`config.mk`:
```
export PLATFORM = sky130hd
export DESIGN_NAME = motion_activity_classifier
export DESIGN_NICKNAME = d
export VERILOG_FILES = /design/src/mac_pkg.sv /design/src/motion_activity_classifier.sv
export SDC_FILE = /design/constraint.sdc
export NUM_CORES = 2
export LEC_CHECK = 0
export BUFFER_PORTS_ARGS = -buffer_cell sky130_fd_sc_hd__buf_2
export CORE_MARGIN = 8
export CORE_UTILIZATION = 55
export DETAILED_ROUTE_END_ITERATION = 6
export HOLD_SLACK_MARGIN = 0.06
export PLACE_DENSITY = 0.71
export SLEW_MARGIN = 40
export SYNTH_ARGS = -nofsm -noshare
export SYNTH_HDL_FRONTEND = slang
export SYNTH_SLANG_ARGS = --single-unit
```
`constraint.sdc`:
```
create_clock -name aclk -period 11.57 [get_ports aclk]
set_clock_uncertainty 0.05 [all_clocks]
set_input_delay 1.157 -clock aclk [delete_from_list [all_inputs] [get_ports aclk]]
set_output_delay 1.157 -clock aclk [all_outputs]
set_load 0.01 [all_outputs]
```
`src/mac_pkg.sv`:
```
// ----------------------------------------------------------------------------
// mac_pkg
// Shared types and fixed constants of the motion activity classifier.
// ----------------------------------------------------------------------------
package mac_pkg;

    typedef enum logic [3:0] {
        ST_IDLE,
        ST_SQ,
        ST_SQRT,
        ST_WIN1,
        ST_WIN2,
        ST_WIN3,
        ST_VPRE,
        ST_VSUB,
        ST_DIV,
        ST_FIN
    } mac_state_t;

    // Configuration register indexes.
    localparam logic [2:0] REG_OFFSET_X     = 3'd0;
    localparam logic [2:0] REG_OFFSET_Y     = 3'd1;
    localparam logic [2:0] REG_OFFSET_Z     = 3'd2;
    localparam logic [2:0] REG_STEP_THRESH  = 3'd3;
    localparam logic [2:0] REG_STEP_DEBOUNCE = 3'd4;
    localparam logic [2:0] REG_LIGHT_THRESH = 3'd5;
    localparam logic [2:0] REG_ACTIVE_THRESH = 3'd6;
    localparam logic [2:0] REG_SCRATCH_THRESH = 3'd7;

    localparam logic       CMD_SAMPLE = 1'b0;
    localparam logic       CMD_CLEAR  = 1'b1;

    localparam logic [13:0] ONE_G        = 14'd1024;
    localparam logic [13:0] ONE_HALF_G   = 14'd1536;
    localparam logic [25:0] VAR_REST     = 26'd10486;
    localparam logic [25:0] VAR_LIGHT    = 26'd104858;
    localparam logic [25:0] VAR_ACTIVE   = 26'd524288;
    localparam logic [14:0] MEAN_BIAS    = 15'd512;
    localparam logic [31:0] SLEEP_MS     = 32'd60000;
    localparam logic [31:0] MINUTE_MS    = 32'd60000;
    localparam logic [31:0] BURST_MIN_MS = 32'd500;
    localparam logic [31:0] BURST_MAX_MS = 32'd2000;
    localparam logic [31:0] BURST_CLR_MS = 32'd5000;
    localparam logic [15:0] BURST_SPIKES = 16'd5;

    localparam int QUOT_W = 28;   // bound on variance quotient width
    localparam int MAG_W  = 14;

endpackage

```
`src/motion_activity_classifier.sv`:
```
// ----------------------------------------------------------------------------
// motion_activity_classifier
// Pedometer and activity classifier on three-axis acceleration words.
// ----------------------------------------------------------------------------
//
//   channel | handshake          | payload
//   --------+--------------------+-----------------------------------------
//   input   | s_valid / s_ready  | s_cmd, s_accel_x/y/z, s_now_ms
//   result  | m_valid / m_ready  | step count, level, flags, minutes, mag, var
//   config  | cfg_wr_en          | cfg_index, cfg_data
//
// A sample word runs from acceptance to its result through bit-serial
// squaring, a one-bit-per-cycle square root, the window and multiply update,
// the bit-serial divider that forms the variance, and a final step that loads
// the result. A clear word only runs the variance steps. The block works on
// one word at a time; s_ready is high in the idle state, so a new word is
// taken only once the last one has left its final step.
// A finished result waits in the output register, and the next word is taken
// meanwhile; only its final cycle stalls on m_ready.
// Reset is synchronous and active low; the history valid bits clear at once.
// ----------------------------------------------------------------------------
module motion_activity_classifier #(
    parameter int WINDOW = 50
) (
    input  logic        aclk,
    input  logic        aresetn,
    input  logic        cfg_wr_en,
    input  logic [2:0]  cfg_index,
    input  logic [15:0] cfg_data,
    input  logic        s_valid,
    output logic        s_ready,
    input  logic        s_cmd,
    input  logic signed [13:0] s_accel_x,
    input  logic signed [13:0] s_accel_y,
    input  logic signed [13:0] s_accel_z,
    input  logic [31:0] s_now_ms,
    output logic        m_valid,
    input  logic        m_ready,
    output logic [31:0] m_step_count,
    output logic [1:0]  m_activity_level,
    output logic        m_is_moving,
    output logic        m_is_sleeping,
    output logic        m_is_scratching,
    output logic [15:0] m_active_minutes,
    output logic [13:0] m_magnitude,
    output logic [25:0] m_variance
);
    import mac_pkg::*;

    localparam int LW    = $clog2(WINDOW);
    localparam int SUM_W = MAG_W + LW;
    localparam int SQ_W  = 2 * MAG_W + LW;
    localparam int DIV_W = 2 * MAG_W + 2 * LW;
    localparam int DEN_W = 2 * LW + 1;
    localparam int MT_W  = 15 + LW;
    localparam logic [DEN_W-1:0] DEN = DEN_W'(WINDOW * WINDOW);

    // Configuration registers.
    logic signed [13:0] off_x_reg, off_y_reg, off_z_reg;
    logic [13:0] step_thr_reg, light_thr_reg, active_thr_reg, scratch_thr_reg;
    logic [15:0] debounce_reg;

    always_ff @(posedge aclk) begin
        if (!aresetn) begin
            off_x_reg       <= '0;
            off_y_reg       <= '0;
            off_z_reg       <= '0;
            step_thr_reg    <= 14'd1331;
            debounce_reg    <= 16'd250;
            light_thr_reg   <= 14'd512;
            active_thr_reg  <= 14'd1024;
            scratch_thr_reg <= 14'd2560;
        end else if (cfg_wr_en) begin
            unique case (cfg_index)
                REG_OFFSET_X:       off_x_reg       <= cfg_data[13:0];
                REG_OFFSET_Y:       off_y_reg       <= cfg_data[13:0];
                REG_OFFSET_Z:       off_z_reg       <= cfg_data[13:0];
                REG_STEP_THRESH:    step_thr_reg    <= cfg_data[13:0];
                REG_STEP_DEBOUNCE:  debounce_reg    <= cfg_data;
                REG_LIGHT_THRESH:   light_thr_reg   <= cfg_data[13:0];
                REG_ACTIVE_THRESH:  active_thr_reg  <= cfg_data[13:0];
                REG_SCRATCH_THRESH: scratch_thr_reg <= cfg_data[13:0];
                default: ;
            endcase
        end
    end

    // Offset removal with saturation to signed 14 bits, then absolute value.
    function automatic logic [13:0] abs_diff(input logic signed [13:0] a,
                                             input logic signed [13:0] o);
        logic signed [14:0] d;
        logic signed [13:0] s;
        begin
            d = {a[13], a} - {o[13], o};
            if (d[14] != d[13]) s = d[14] ? 14'sh2000 : 14'sh1FFF;
            else                s = d[13:0];
            abs_diff = s[13] ? 14'(-s) : s;
        end
    endfunction

    mac_state_t state_reg, state_next;

    logic              cmd_reg;
    logic [31:0]       now_reg;
    logic [13:0]       ax_reg, ay_reg, az_reg;     // multiplicands
    logic [13:0]       bx_reg, by_reg, bz_reg;     // multiplier shift registers
    logic [27:0]       acc_reg;                    // sum of squares, then radicand
    logic [16:0]       rem_reg;
    logic [13:0]       root_reg;
    logic [4:0]        cnt_reg;
    logic [13:0]       mag_reg;
    logic [27:0]       prod_reg;
    logic [DIV_W-1:0]  sprod_reg;
    logic [DEN_W-1:0]  drem_reg;
    logic [QUOT_W-1:0] quot_reg;

    // Window state: history memory with per-entry valid bits.
    logic [13:0]       hist_mem [WINDOW];
    logic [WINDOW-1:0] hist_vld_reg;
    logic [13:0]       hist_rd_reg;
    logic [LW-1:0]     ptr_reg;
    logic [SUM_W-1:0]  sum_reg;
    logic [SQ_W-1:0]   sumsq_reg;

    // Tracker state.
    logic [31:0] steps_reg, last_step_reg, last_active_reg, minute_mark_reg;
    logic [31:0] burst_start_reg;
    logic [15:0] minutes_reg, spikes_reg;
    logic [13:0] prev_mag_reg;
    logic        seek_reg, in_burst_reg;
    logic [1:0]  level_reg;
    logic        moving_reg, sleeping_reg, scratch_reg;

    // Output register.
    logic        m_valid_reg;

    // The pointer always stays below the window size.
    always_ff @(posedge aclk) begin
        hist_rd_reg <= hist_mem[ptr_reg];
        if (state_reg == ST_WIN1) hist_mem[ptr_reg] <= mag_reg;
    end

    // Combinational step of each serial unit.
    logic [27:0]      sq_add;
    logic [16:0]      sqrt_t;
    logic [15:0]      sqrt_trial;
    logic [DEN_W:0]   div_t;
    logic [13:0]      old_mag;
    logic [DIV_W-1:0] wsq;
    logic [25:0]      var_sat;
    logic             fin_go;

    assign sq_add     = 28'(bx_reg[13] ? ax_reg : 14'd0) + 28'(by_reg[13] ? ay_reg : 14'd0)
                      + 28'(bz_reg[13] ? az_reg : 14'd0);
    assign sqrt_t     = {rem_reg[14:0], acc_reg[27:26]};
    assign sqrt_trial = {root_reg, 2'b01};
    assign div_t      = {drem_reg, quot_reg[QUOT_W-1]};
    assign old_mag    = hist_vld_reg[ptr_reg] ? hist_rd_reg : 14'd0;
    assign wsq        = DIV_W'(sumsq_reg) * DIV_W'(WINDOW);
    assign var_sat    = (quot_reg[QUOT_W-1:26] != '0) ? 26'h3FFFFFF : quot_reg[25:0];
    assign fin_go     = !m_valid_reg || m_ready;

    // Decisions of the final cycle.
    logic [31:0]     dt_step, dt_active, dt_minute, dt_burst;
    logic            rest, light_lvl, active_lvl, step_hit, spike;
    logic [MT_W-1:0] light_lim, active_lim, sum_ext;
    logic [1:0]      level_new;

    assign dt_step    = now_reg - last_step_reg;
    assign dt_active  = now_reg - last_active_reg;
    assign dt_minute  = now_reg - minute_mark_reg;
    assign dt_burst   = now_reg - burst_start_reg;
    assign sum_ext    = MT_W'(sum_reg);
    assign light_lim  = MT_W'(WINDOW) * MT_W'({1'b0, light_thr_reg} + MEAN_BIAS);
    assign active_lim = MT_W'(WINDOW) * MT_W'({1'b0, active_thr_reg} + MEAN_BIAS);
    assign rest       = var_sat < VAR_REST;
    assign light_lvl  = (var_sat < VAR_LIGHT) || (sum_ext < light_lim);
    assign active_lvl = (var_sat < VAR_ACTIVE) || (sum_ext < active_lim);
    assign level_new  = rest ? 2'd0 : light_lvl ? 2'd1 : active_lvl ? 2'd2 : 2'd3;
    assign spike      = mag_reg > scratch_thr_reg;
    assign step_hit   = !seek_reg && !(mag_reg < ONE_G && prev_mag_reg >= mag_reg)
                      && mag_reg > prev_mag_reg && prev_mag_reg < ONE_G;

    always_ff @(posedge aclk) begin
        if (!aresetn) begin
            state_reg <= ST_IDLE;
        end else begin
            state_reg <= state_next;
        end
    end

    always_comb begin
        state_next = state_reg;
        unique case (state_reg)
            ST_IDLE: if (s_valid) state_next = (s_cmd == CMD_CLEAR) ? ST_VPRE : ST_SQ;
            ST_SQ:   if (cnt_reg == 5'd0) state_next = ST_SQRT;
            ST_SQRT: if (cnt_reg == 5'd0) state_next = ST_WIN1;
            ST_WIN1: state_next = ST_WIN2;
            ST_WIN2: state_next = ST_WIN3;
            ST_WIN3: state_next = ST_VPRE;
            ST_VPRE: state_next = ST_VSUB;
            ST_VSUB: state_next = ST_DIV;
            ST_DIV:  if (cnt_reg == 5'd0) state_next = ST_FIN;
            ST_FIN:  if (fin_go) state_next = ST_IDLE;
            default: state_next = ST_IDLE;
        endcase
    end

    assign s_ready = (state_reg == ST_IDLE);

    // Datapath registers without reset.
    always_ff @(posedge aclk) begin
        case (state_reg)
            ST_IDLE: begin
                cmd_reg <= s_cmd;
                now_reg <= s_now_ms;
                ax_reg  <= abs_diff(s_accel_x, off_x_reg);
                ay_reg  <= abs_diff(s_accel_y, off_y_reg);
                az_reg  <= abs_diff(s_accel_z, off_z_reg);
                bx_reg  <= abs_diff(s_accel_x, off_x_reg);
                by_reg  <= abs_diff(s_accel_y, off_y_reg);
                bz_reg  <= abs_diff(s_accel_z, off_z_reg);
                acc_reg <= '0;
                cnt_reg <= 5'd13;
            end
            ST_SQ: begin
                // MSB-first shift and add over all three axes at once.
                acc_reg <= {acc_reg[26:0], 1'b0} + sq_add;
                bx_reg  <= {bx_reg[12:0], 1'b0};
                by_reg  <= {by_reg[12:0], 1'b0};
                bz_reg  <= {bz_reg[12:0], 1'b0};
                if (cnt_reg == 5'd0) begin
                    rem_reg  <= '0;
                    root_reg <= '0;
                    cnt_reg  <= 5'd13;
                end else begin
                    cnt_reg <= cnt_reg - 5'd1;
                end
            end
            ST_SQRT: begin
                // Restoring square root, two radicand bits per cycle.
                acc_reg <= {acc_reg[25:0], 2'b00};
                if (sqrt_t >= 17'(sqrt_trial)) begin
                    rem_reg  <= sqrt_t - 17'(sqrt_trial);
                    root_reg <= {root_reg[12:0], 1'b1};
                end else begin
                    rem_reg  <= sqrt_t;
                    root_reg <= {root_reg[12:0], 1'b0};
                end
                cnt_reg <= cnt_reg - 5'd1;
                if (cnt_reg == 5'd0) begin
                    mag_reg <= (sqrt_t >= 17'(sqrt_trial)) ? {root_reg[12:0], 1'b1}
                                                         : {root_reg[12:0], 1'b0};
                end
            end
            ST_WIN1: prod_reg <= 28'(old_mag) * 28'(old_mag);
            ST_WIN2: prod_reg <= 28'(mag_reg) * 28'(mag_reg);
            ST_VPRE: sprod_reg <= DIV_W'(sum_reg) * DIV_W'(sum_reg);
            ST_VSUB: begin
                if (wsq > sprod_reg) begin
                    drem_reg <= DEN_W'((wsq - sprod_reg) >> QUOT_W);
                    quot_reg <= QUOT_W'(wsq - sprod_reg);
                end else begin
                    drem_reg <= '0;
                    quot_reg <= '0;
                end
                cnt_reg <= 5'(QUOT_W - 1);
            end
            ST_DIV: begin
                // Restoring division by the constant window size squared.
                if (div_t >= {1'b0, DEN}) begin
                    drem_reg <= DEN_W'(div_t - {1'b0, DEN});
                    quot_reg <= {quot_reg[QUOT_W-2:0], 1'b1};
                end else begin
                    drem_reg <= DEN_W'(div_t);
                    quot_reg <= {quot_reg[QUOT_W-2:0], 1'b0};
                end
                cnt_reg <= cnt_reg - 5'd1;
            end
            default: ;
        endcase
    end

    // Window and tracker state.
    always_ff @(posedge aclk) begin
        if (!aresetn) begin
            hist_vld_reg    <= '0;
            ptr_reg         <= '0;
            sum_reg         <= '0;
            sumsq_reg       <= '0;
            steps_reg       <= '0;
            last_step_reg   <= '0;
            prev_mag_reg    <= ONE_G;
            seek_reg        <= 1'b1;
            last_active_reg <= '0;
            minute_mark_reg <= '0;
            minutes_reg     <= '0;
            level_reg       <= '0;
            moving_reg      <= 1'b0;
            sleeping_reg    <= 1'b0;
            scratch_reg     <= 1'b0;
            burst_start_reg <= '0;
            spikes_reg      <= '0;
            in_burst_reg    <= 1'b0;
            m_valid_reg     <= 1'b0;
        end else begin
            if (state_reg == ST_FIN && fin_go) begin
                m_valid_reg <= 1'b1;
            end else if (m_ready) begin
                m_valid_reg <= 1'b0;
            end
            case (state_reg)
                ST_WIN1: begin
                    sum_reg <= sum_reg - SUM_W'(old_mag) + SUM_W'(mag_reg);
                    hist_vld_reg[ptr_reg] <= 1'b1;
                    ptr_reg <= (ptr_reg == LW'(WINDOW - 1)) ? '0 : ptr_reg + LW'(1);
                end
                ST_WIN2: sumsq_reg <= sumsq_reg - SQ_W'(prod_reg);
                ST_WIN3: sumsq_reg <= sumsq_reg + SQ_W'(prod_reg);
                ST_FIN: begin
                    if (fin_go) begin
                        if (cmd_reg == CMD_CLEAR) begin
                            steps_reg <= '0;
                        end else begin
                            // Peak and trough search, frozen during debounce.
                            if (dt_step >= 32'(debounce_reg)) begin
                                if (seek_reg) begin
                                    if (!(mag_reg > step_thr_reg && prev_mag_reg <= mag_reg)
                                        && mag_reg < prev_mag_reg
                                        && prev_mag_reg > step_thr_reg) begin
                                        seek_reg <= 1'b0;
                                    end
                                end else if (step_hit) begin
                                    if (steps_reg != 32'hFFFFFFFF) steps_reg <= steps_reg + 32'd1;
                                    last_step_reg <= now_reg;
                                    seek_reg      <= 1'b1;
                                end
                            end
                            prev_mag_reg <= mag_reg;

                            level_reg  <= level_new;
                            moving_reg <= !rest;
                            if (rest) begin
                                sleeping_reg <= dt_active > SLEEP_MS;
                            end else begin
                                sleeping_reg    <= 1'b0;
                                last_active_reg <= now_reg;
                            end
                            if (!rest && dt_minute >= MINUTE_MS) begin
                                if (minutes_reg != 16'hFFFF) minutes_reg <= minutes_reg + 16'd1;
                                minute_mark_reg <= now_reg;
                            end

                            // Scratch bursts: spikes open or extend a burst; a quiet
                            // sample decides the flag and closes the burst unless it sets the flag.
                            if (spike) begin
                                if (!in_burst_reg) begin
                                    burst_start_reg <= now_reg;
                                    in_burst_reg    <= 1'b1;
                                    spikes_reg      <= 16'd1;
                                end else if (spikes_reg != 16'hFFFF) begin
                                    spikes_reg <= spikes_reg + 16'd1;
                                end
                            end else if (in_burst_reg && mag_reg < ONE_HALF_G) begin
                                if (dt_burst > BURST_MIN_MS && dt_burst < BURST_MAX_MS
                                    && spikes_reg > BURST_SPIKES) begin
                                    scratch_reg <= 1'b1;
                                end else begin
                                    in_burst_reg <= 1'b0;
                                    spikes_reg   <= '0;
                                    if (dt_burst > BURST_CLR_MS) scratch_reg <= 1'b0;
                                end
                            end
                        end
                    end
                end
                default: ;
            endcase
        end
    end

    // Result payload, loaded with the valid flag.
    logic [25:0] var_out_reg;
    always_ff @(posedge aclk) begin
        if (state_reg == ST_FIN && fin_go) var_out_reg <= var_sat;
    end

    assign m_valid          = m_valid_reg;
    assign m_step_count     = steps_reg;
    assign m_activity_level = level_reg;
    assign m_is_moving      = moving_reg;
    assign m_is_sleeping    = sleeping_reg;
    assign m_is_scratching  = scratch_reg;
    assign m_active_minutes = minutes_reg;
    assign m_magnitude      = prev_mag_reg;
    assign m_variance       = var_out_reg;

endmodule
```
==> run metrics <==
Iter 0 DRT Violations 6978; worst skew pair latency approximately 0.85 ns; setup_tns 0 ns; Finished Layout Cells about 13000; largest net degree at the start of global routing approximately 120; Most Frequent Cell on Critical Path fa_1; EDFF count, synth approximately 1000; DR pass1 iterations 5; Nets ~12000; total power slightly below 0.02 W; GRT Overall Usage between 20% and 30%; P_sw about 0.0075 W; DR DRC count 0; hold buffers post-CTS 0; layout cell share with drive strength beyond 1 7.22%; Seq cells post-synth 1482; Lkg Pwr between 40 and 50 nW; Die Span X roughly 450 um; via count 78800; num rows between 150 and 200; synthesized area between 100000 and 150000 um^2; Sw Share between 30 and 40%; Syn Nets around 12000; Req. time, crit path 12.06 ns; fin crit share about 84%; PwrDens 173 nW/um^2; Post-CTS Setup Bufs 0; Top FF cell, synth edfxtp_1; Int Pwr 0.0123 W; Cell variety after synth 99; CP max FO 28; # Max-Cap Violations 0; first-pass GRT wire length 443000 um; minimum clock period between 9 and 10 ns; count leader, synth inv_1; final setup violation count 0; worst slew pin tran between 0.8 and 0.9 ns; clock buffer count from CTS 159; Inst Count DP 12900; Routed WL per cell ~22 um; Core ar. 189000 um^2; Clock Sinks 1482; Synth top area share 29.5%; Max Slew Vio Count 0; status finished clean; combinational share of power about two fifths; IO Pins approximately 190; H-tree Lvls 4; Register Area 39900 um^2; Buffers on Ports between 150 and 200; flop2flop setup slack 1.84 ns; Synth Instances around 10000; routed vias/inst roughly 6; antenna violations before repair 7; Routed Antenna Nets 0; Die Y approximately 450 um; DP Wirelength 204000 um; max reg flops 700; sequential share of the synthesized area 38.3%; critical path class reg -> reg; CP endpoint kind flip-flop; final hold violation count 0; maximum vdd drop between 0.15 and 0.2 mV; peak per-stage delay on the critical path just under 0.8 ns; RD Place Congestion ~0.94; critical path's slowest cell dfxtp_2; YS warnings 0; vias in the first global route about 78000; fill cell count about 16000; Die Footprint between 200000 and 250000 um^2; ys async rst share 0%; Startpoint Class flip-flop; clock-pin slew on the worst setup and hold paths 0.06 ns; Post-CTS Resized 0; area delta synth->final 9.12%; area leader, netlist edfxtp_1; syn avg cell area between 9 and 10 um^2; RSZ-0062 raised after global routing false; clk buf depth 3; Max-slew headroom around two fifths; Hold WC Path Type reg -> reg; CTS root buf clkbuf_16; synth top area cells edfxtp_1 30%, fa_1 12%, ha_1 11%; Routed WL about 280000 um; Clk network pwr share a little over a quarter; CP arrival around 10 ns; Fmax ~0.1 GHz; CTS tree yes; global route total overflow 0; footprint of the multi-input gates about 58000 um^2; sequential share of power around a third; top cells by count, synth 1288 x inv_1, 1073 x nand2_1, 1026 x edfxtp_1; starting density of the core 55.1%
-- worst paths after layout --
check | from | to | depth (start not counted)
worst min-delay path | root_reg[2] | mag_reg[3] | 0
worst max register to register | ptr_reg[0] | prod_reg[27] | 30
worst max-delay path | ptr_reg[0] | prod_reg[27] | 30
worst min register to register | root_reg[2] | mag_reg[3] | 0
-- power groups by stage --
stage | logic [W] | registers [W] | clock network [W]
after CTS | 0.00767 | 0.00680 | 0.00526
final | 0.00773 | 0.00681 | 0.00519
after floorplan | 0.00581 | 0.00670 | 0
after detailed placement | 0.00761 | 0.00690 | 0
after global placement | 0.00742 | 0.00689 | 0
after global routing | 0.00862 | 0.00685 | 0.00546
-- per-stage QoR --
stage / setup slack, ns / utilization, % / hold WS (ns) / instance area (um^2)
2_1_floorplan: 3.47 / - / 0.376 / 104000
3_3_place_gp: 2.03 / 57.0 / 0.386 / 108000
3_5_place_dp: 1.87 / 57.2 / 0.384 / 108000
4_1_cts: 1.86 / 60.0 / 0.350 / 114000
5_1_grt: 1.31 / 60.1 / 0.365 / 114000
6_report: 1.84 / 60.1 / 0.357 / 114000
-- logic make-up after synthesis --
family          synth area share, %
mux                            1.56
flops                          38.3
simple gates                   13.1
fa+ha+maj                      23.1
buf+inv                        6.22
compound gates                 14.0
xor+xnor                       3.82
-- cell type report --
type / instances / area share, %
sequential: 1482 / 35.1
timing repair buffer: 331 / 1.85
inverter: 1293 / 4.27
tap: 2511 / 2.76
clock inverter: 87 / 0.886
antenna: 4 / 0.00880
multi-input combinational: 7259 / 51.3
clock buffer: 207 / 3.83
-- metal layers --
metal | routed length [um] | vias to the layer above | global-route usage [%] | part of all wire, %
met5 | 27 | - | 0 | 0.0095
met2 | 133000 | 2866 | 45.0 | 47
li1 | - | 36700 | - | -
met4 | 11400 | 4 | 10.3 | 4.0
met1 | 119000 | 38600 | 36.4 | 42
met3 | 20600 | 604 | 4.09 | 7.2
-- cell usage in the layout, fill, tap and decap left out, types with 76 or more instances in the layout --
cell type and n:
and3_1 91, o21a_1 77, xor2_1 168, or3_1 84, a22oi_1 242, nor2b_1 90, nor3_1 128, a21oi_1 675
a31oi_1 81, xnor2_1 287, o21ai_0 309, mux2i_1 112, dfxtp_1 448, nand2b_1 99, edfxtp_1 1026, a22o_1 90
buf_4 122, inv_1 1287, clkbuf_16 162, nand2_1 1070, o211ai_1 76, nand3_1 179, nand4_1 108, buf_2 192
nor2_1 584, and2_1 211, ha_1 941, a21o_1 159, fa_1 615
-- critical path, delay by kind of cell (launching register included) --
family,cells,cell delay [ns]
multiplexers,3,0.91
buffers and inverters,7,1.07
flip-flops,1,0.78
XOR/XNOR,1,0.11
AO/OA/AOI/OAI,4,0.93
AND/OR/NAND/NOR,8,2.17
adder cells (fa/ha/maj),7,3.38
Note: power is estimated with default switching activity, not from simulation.
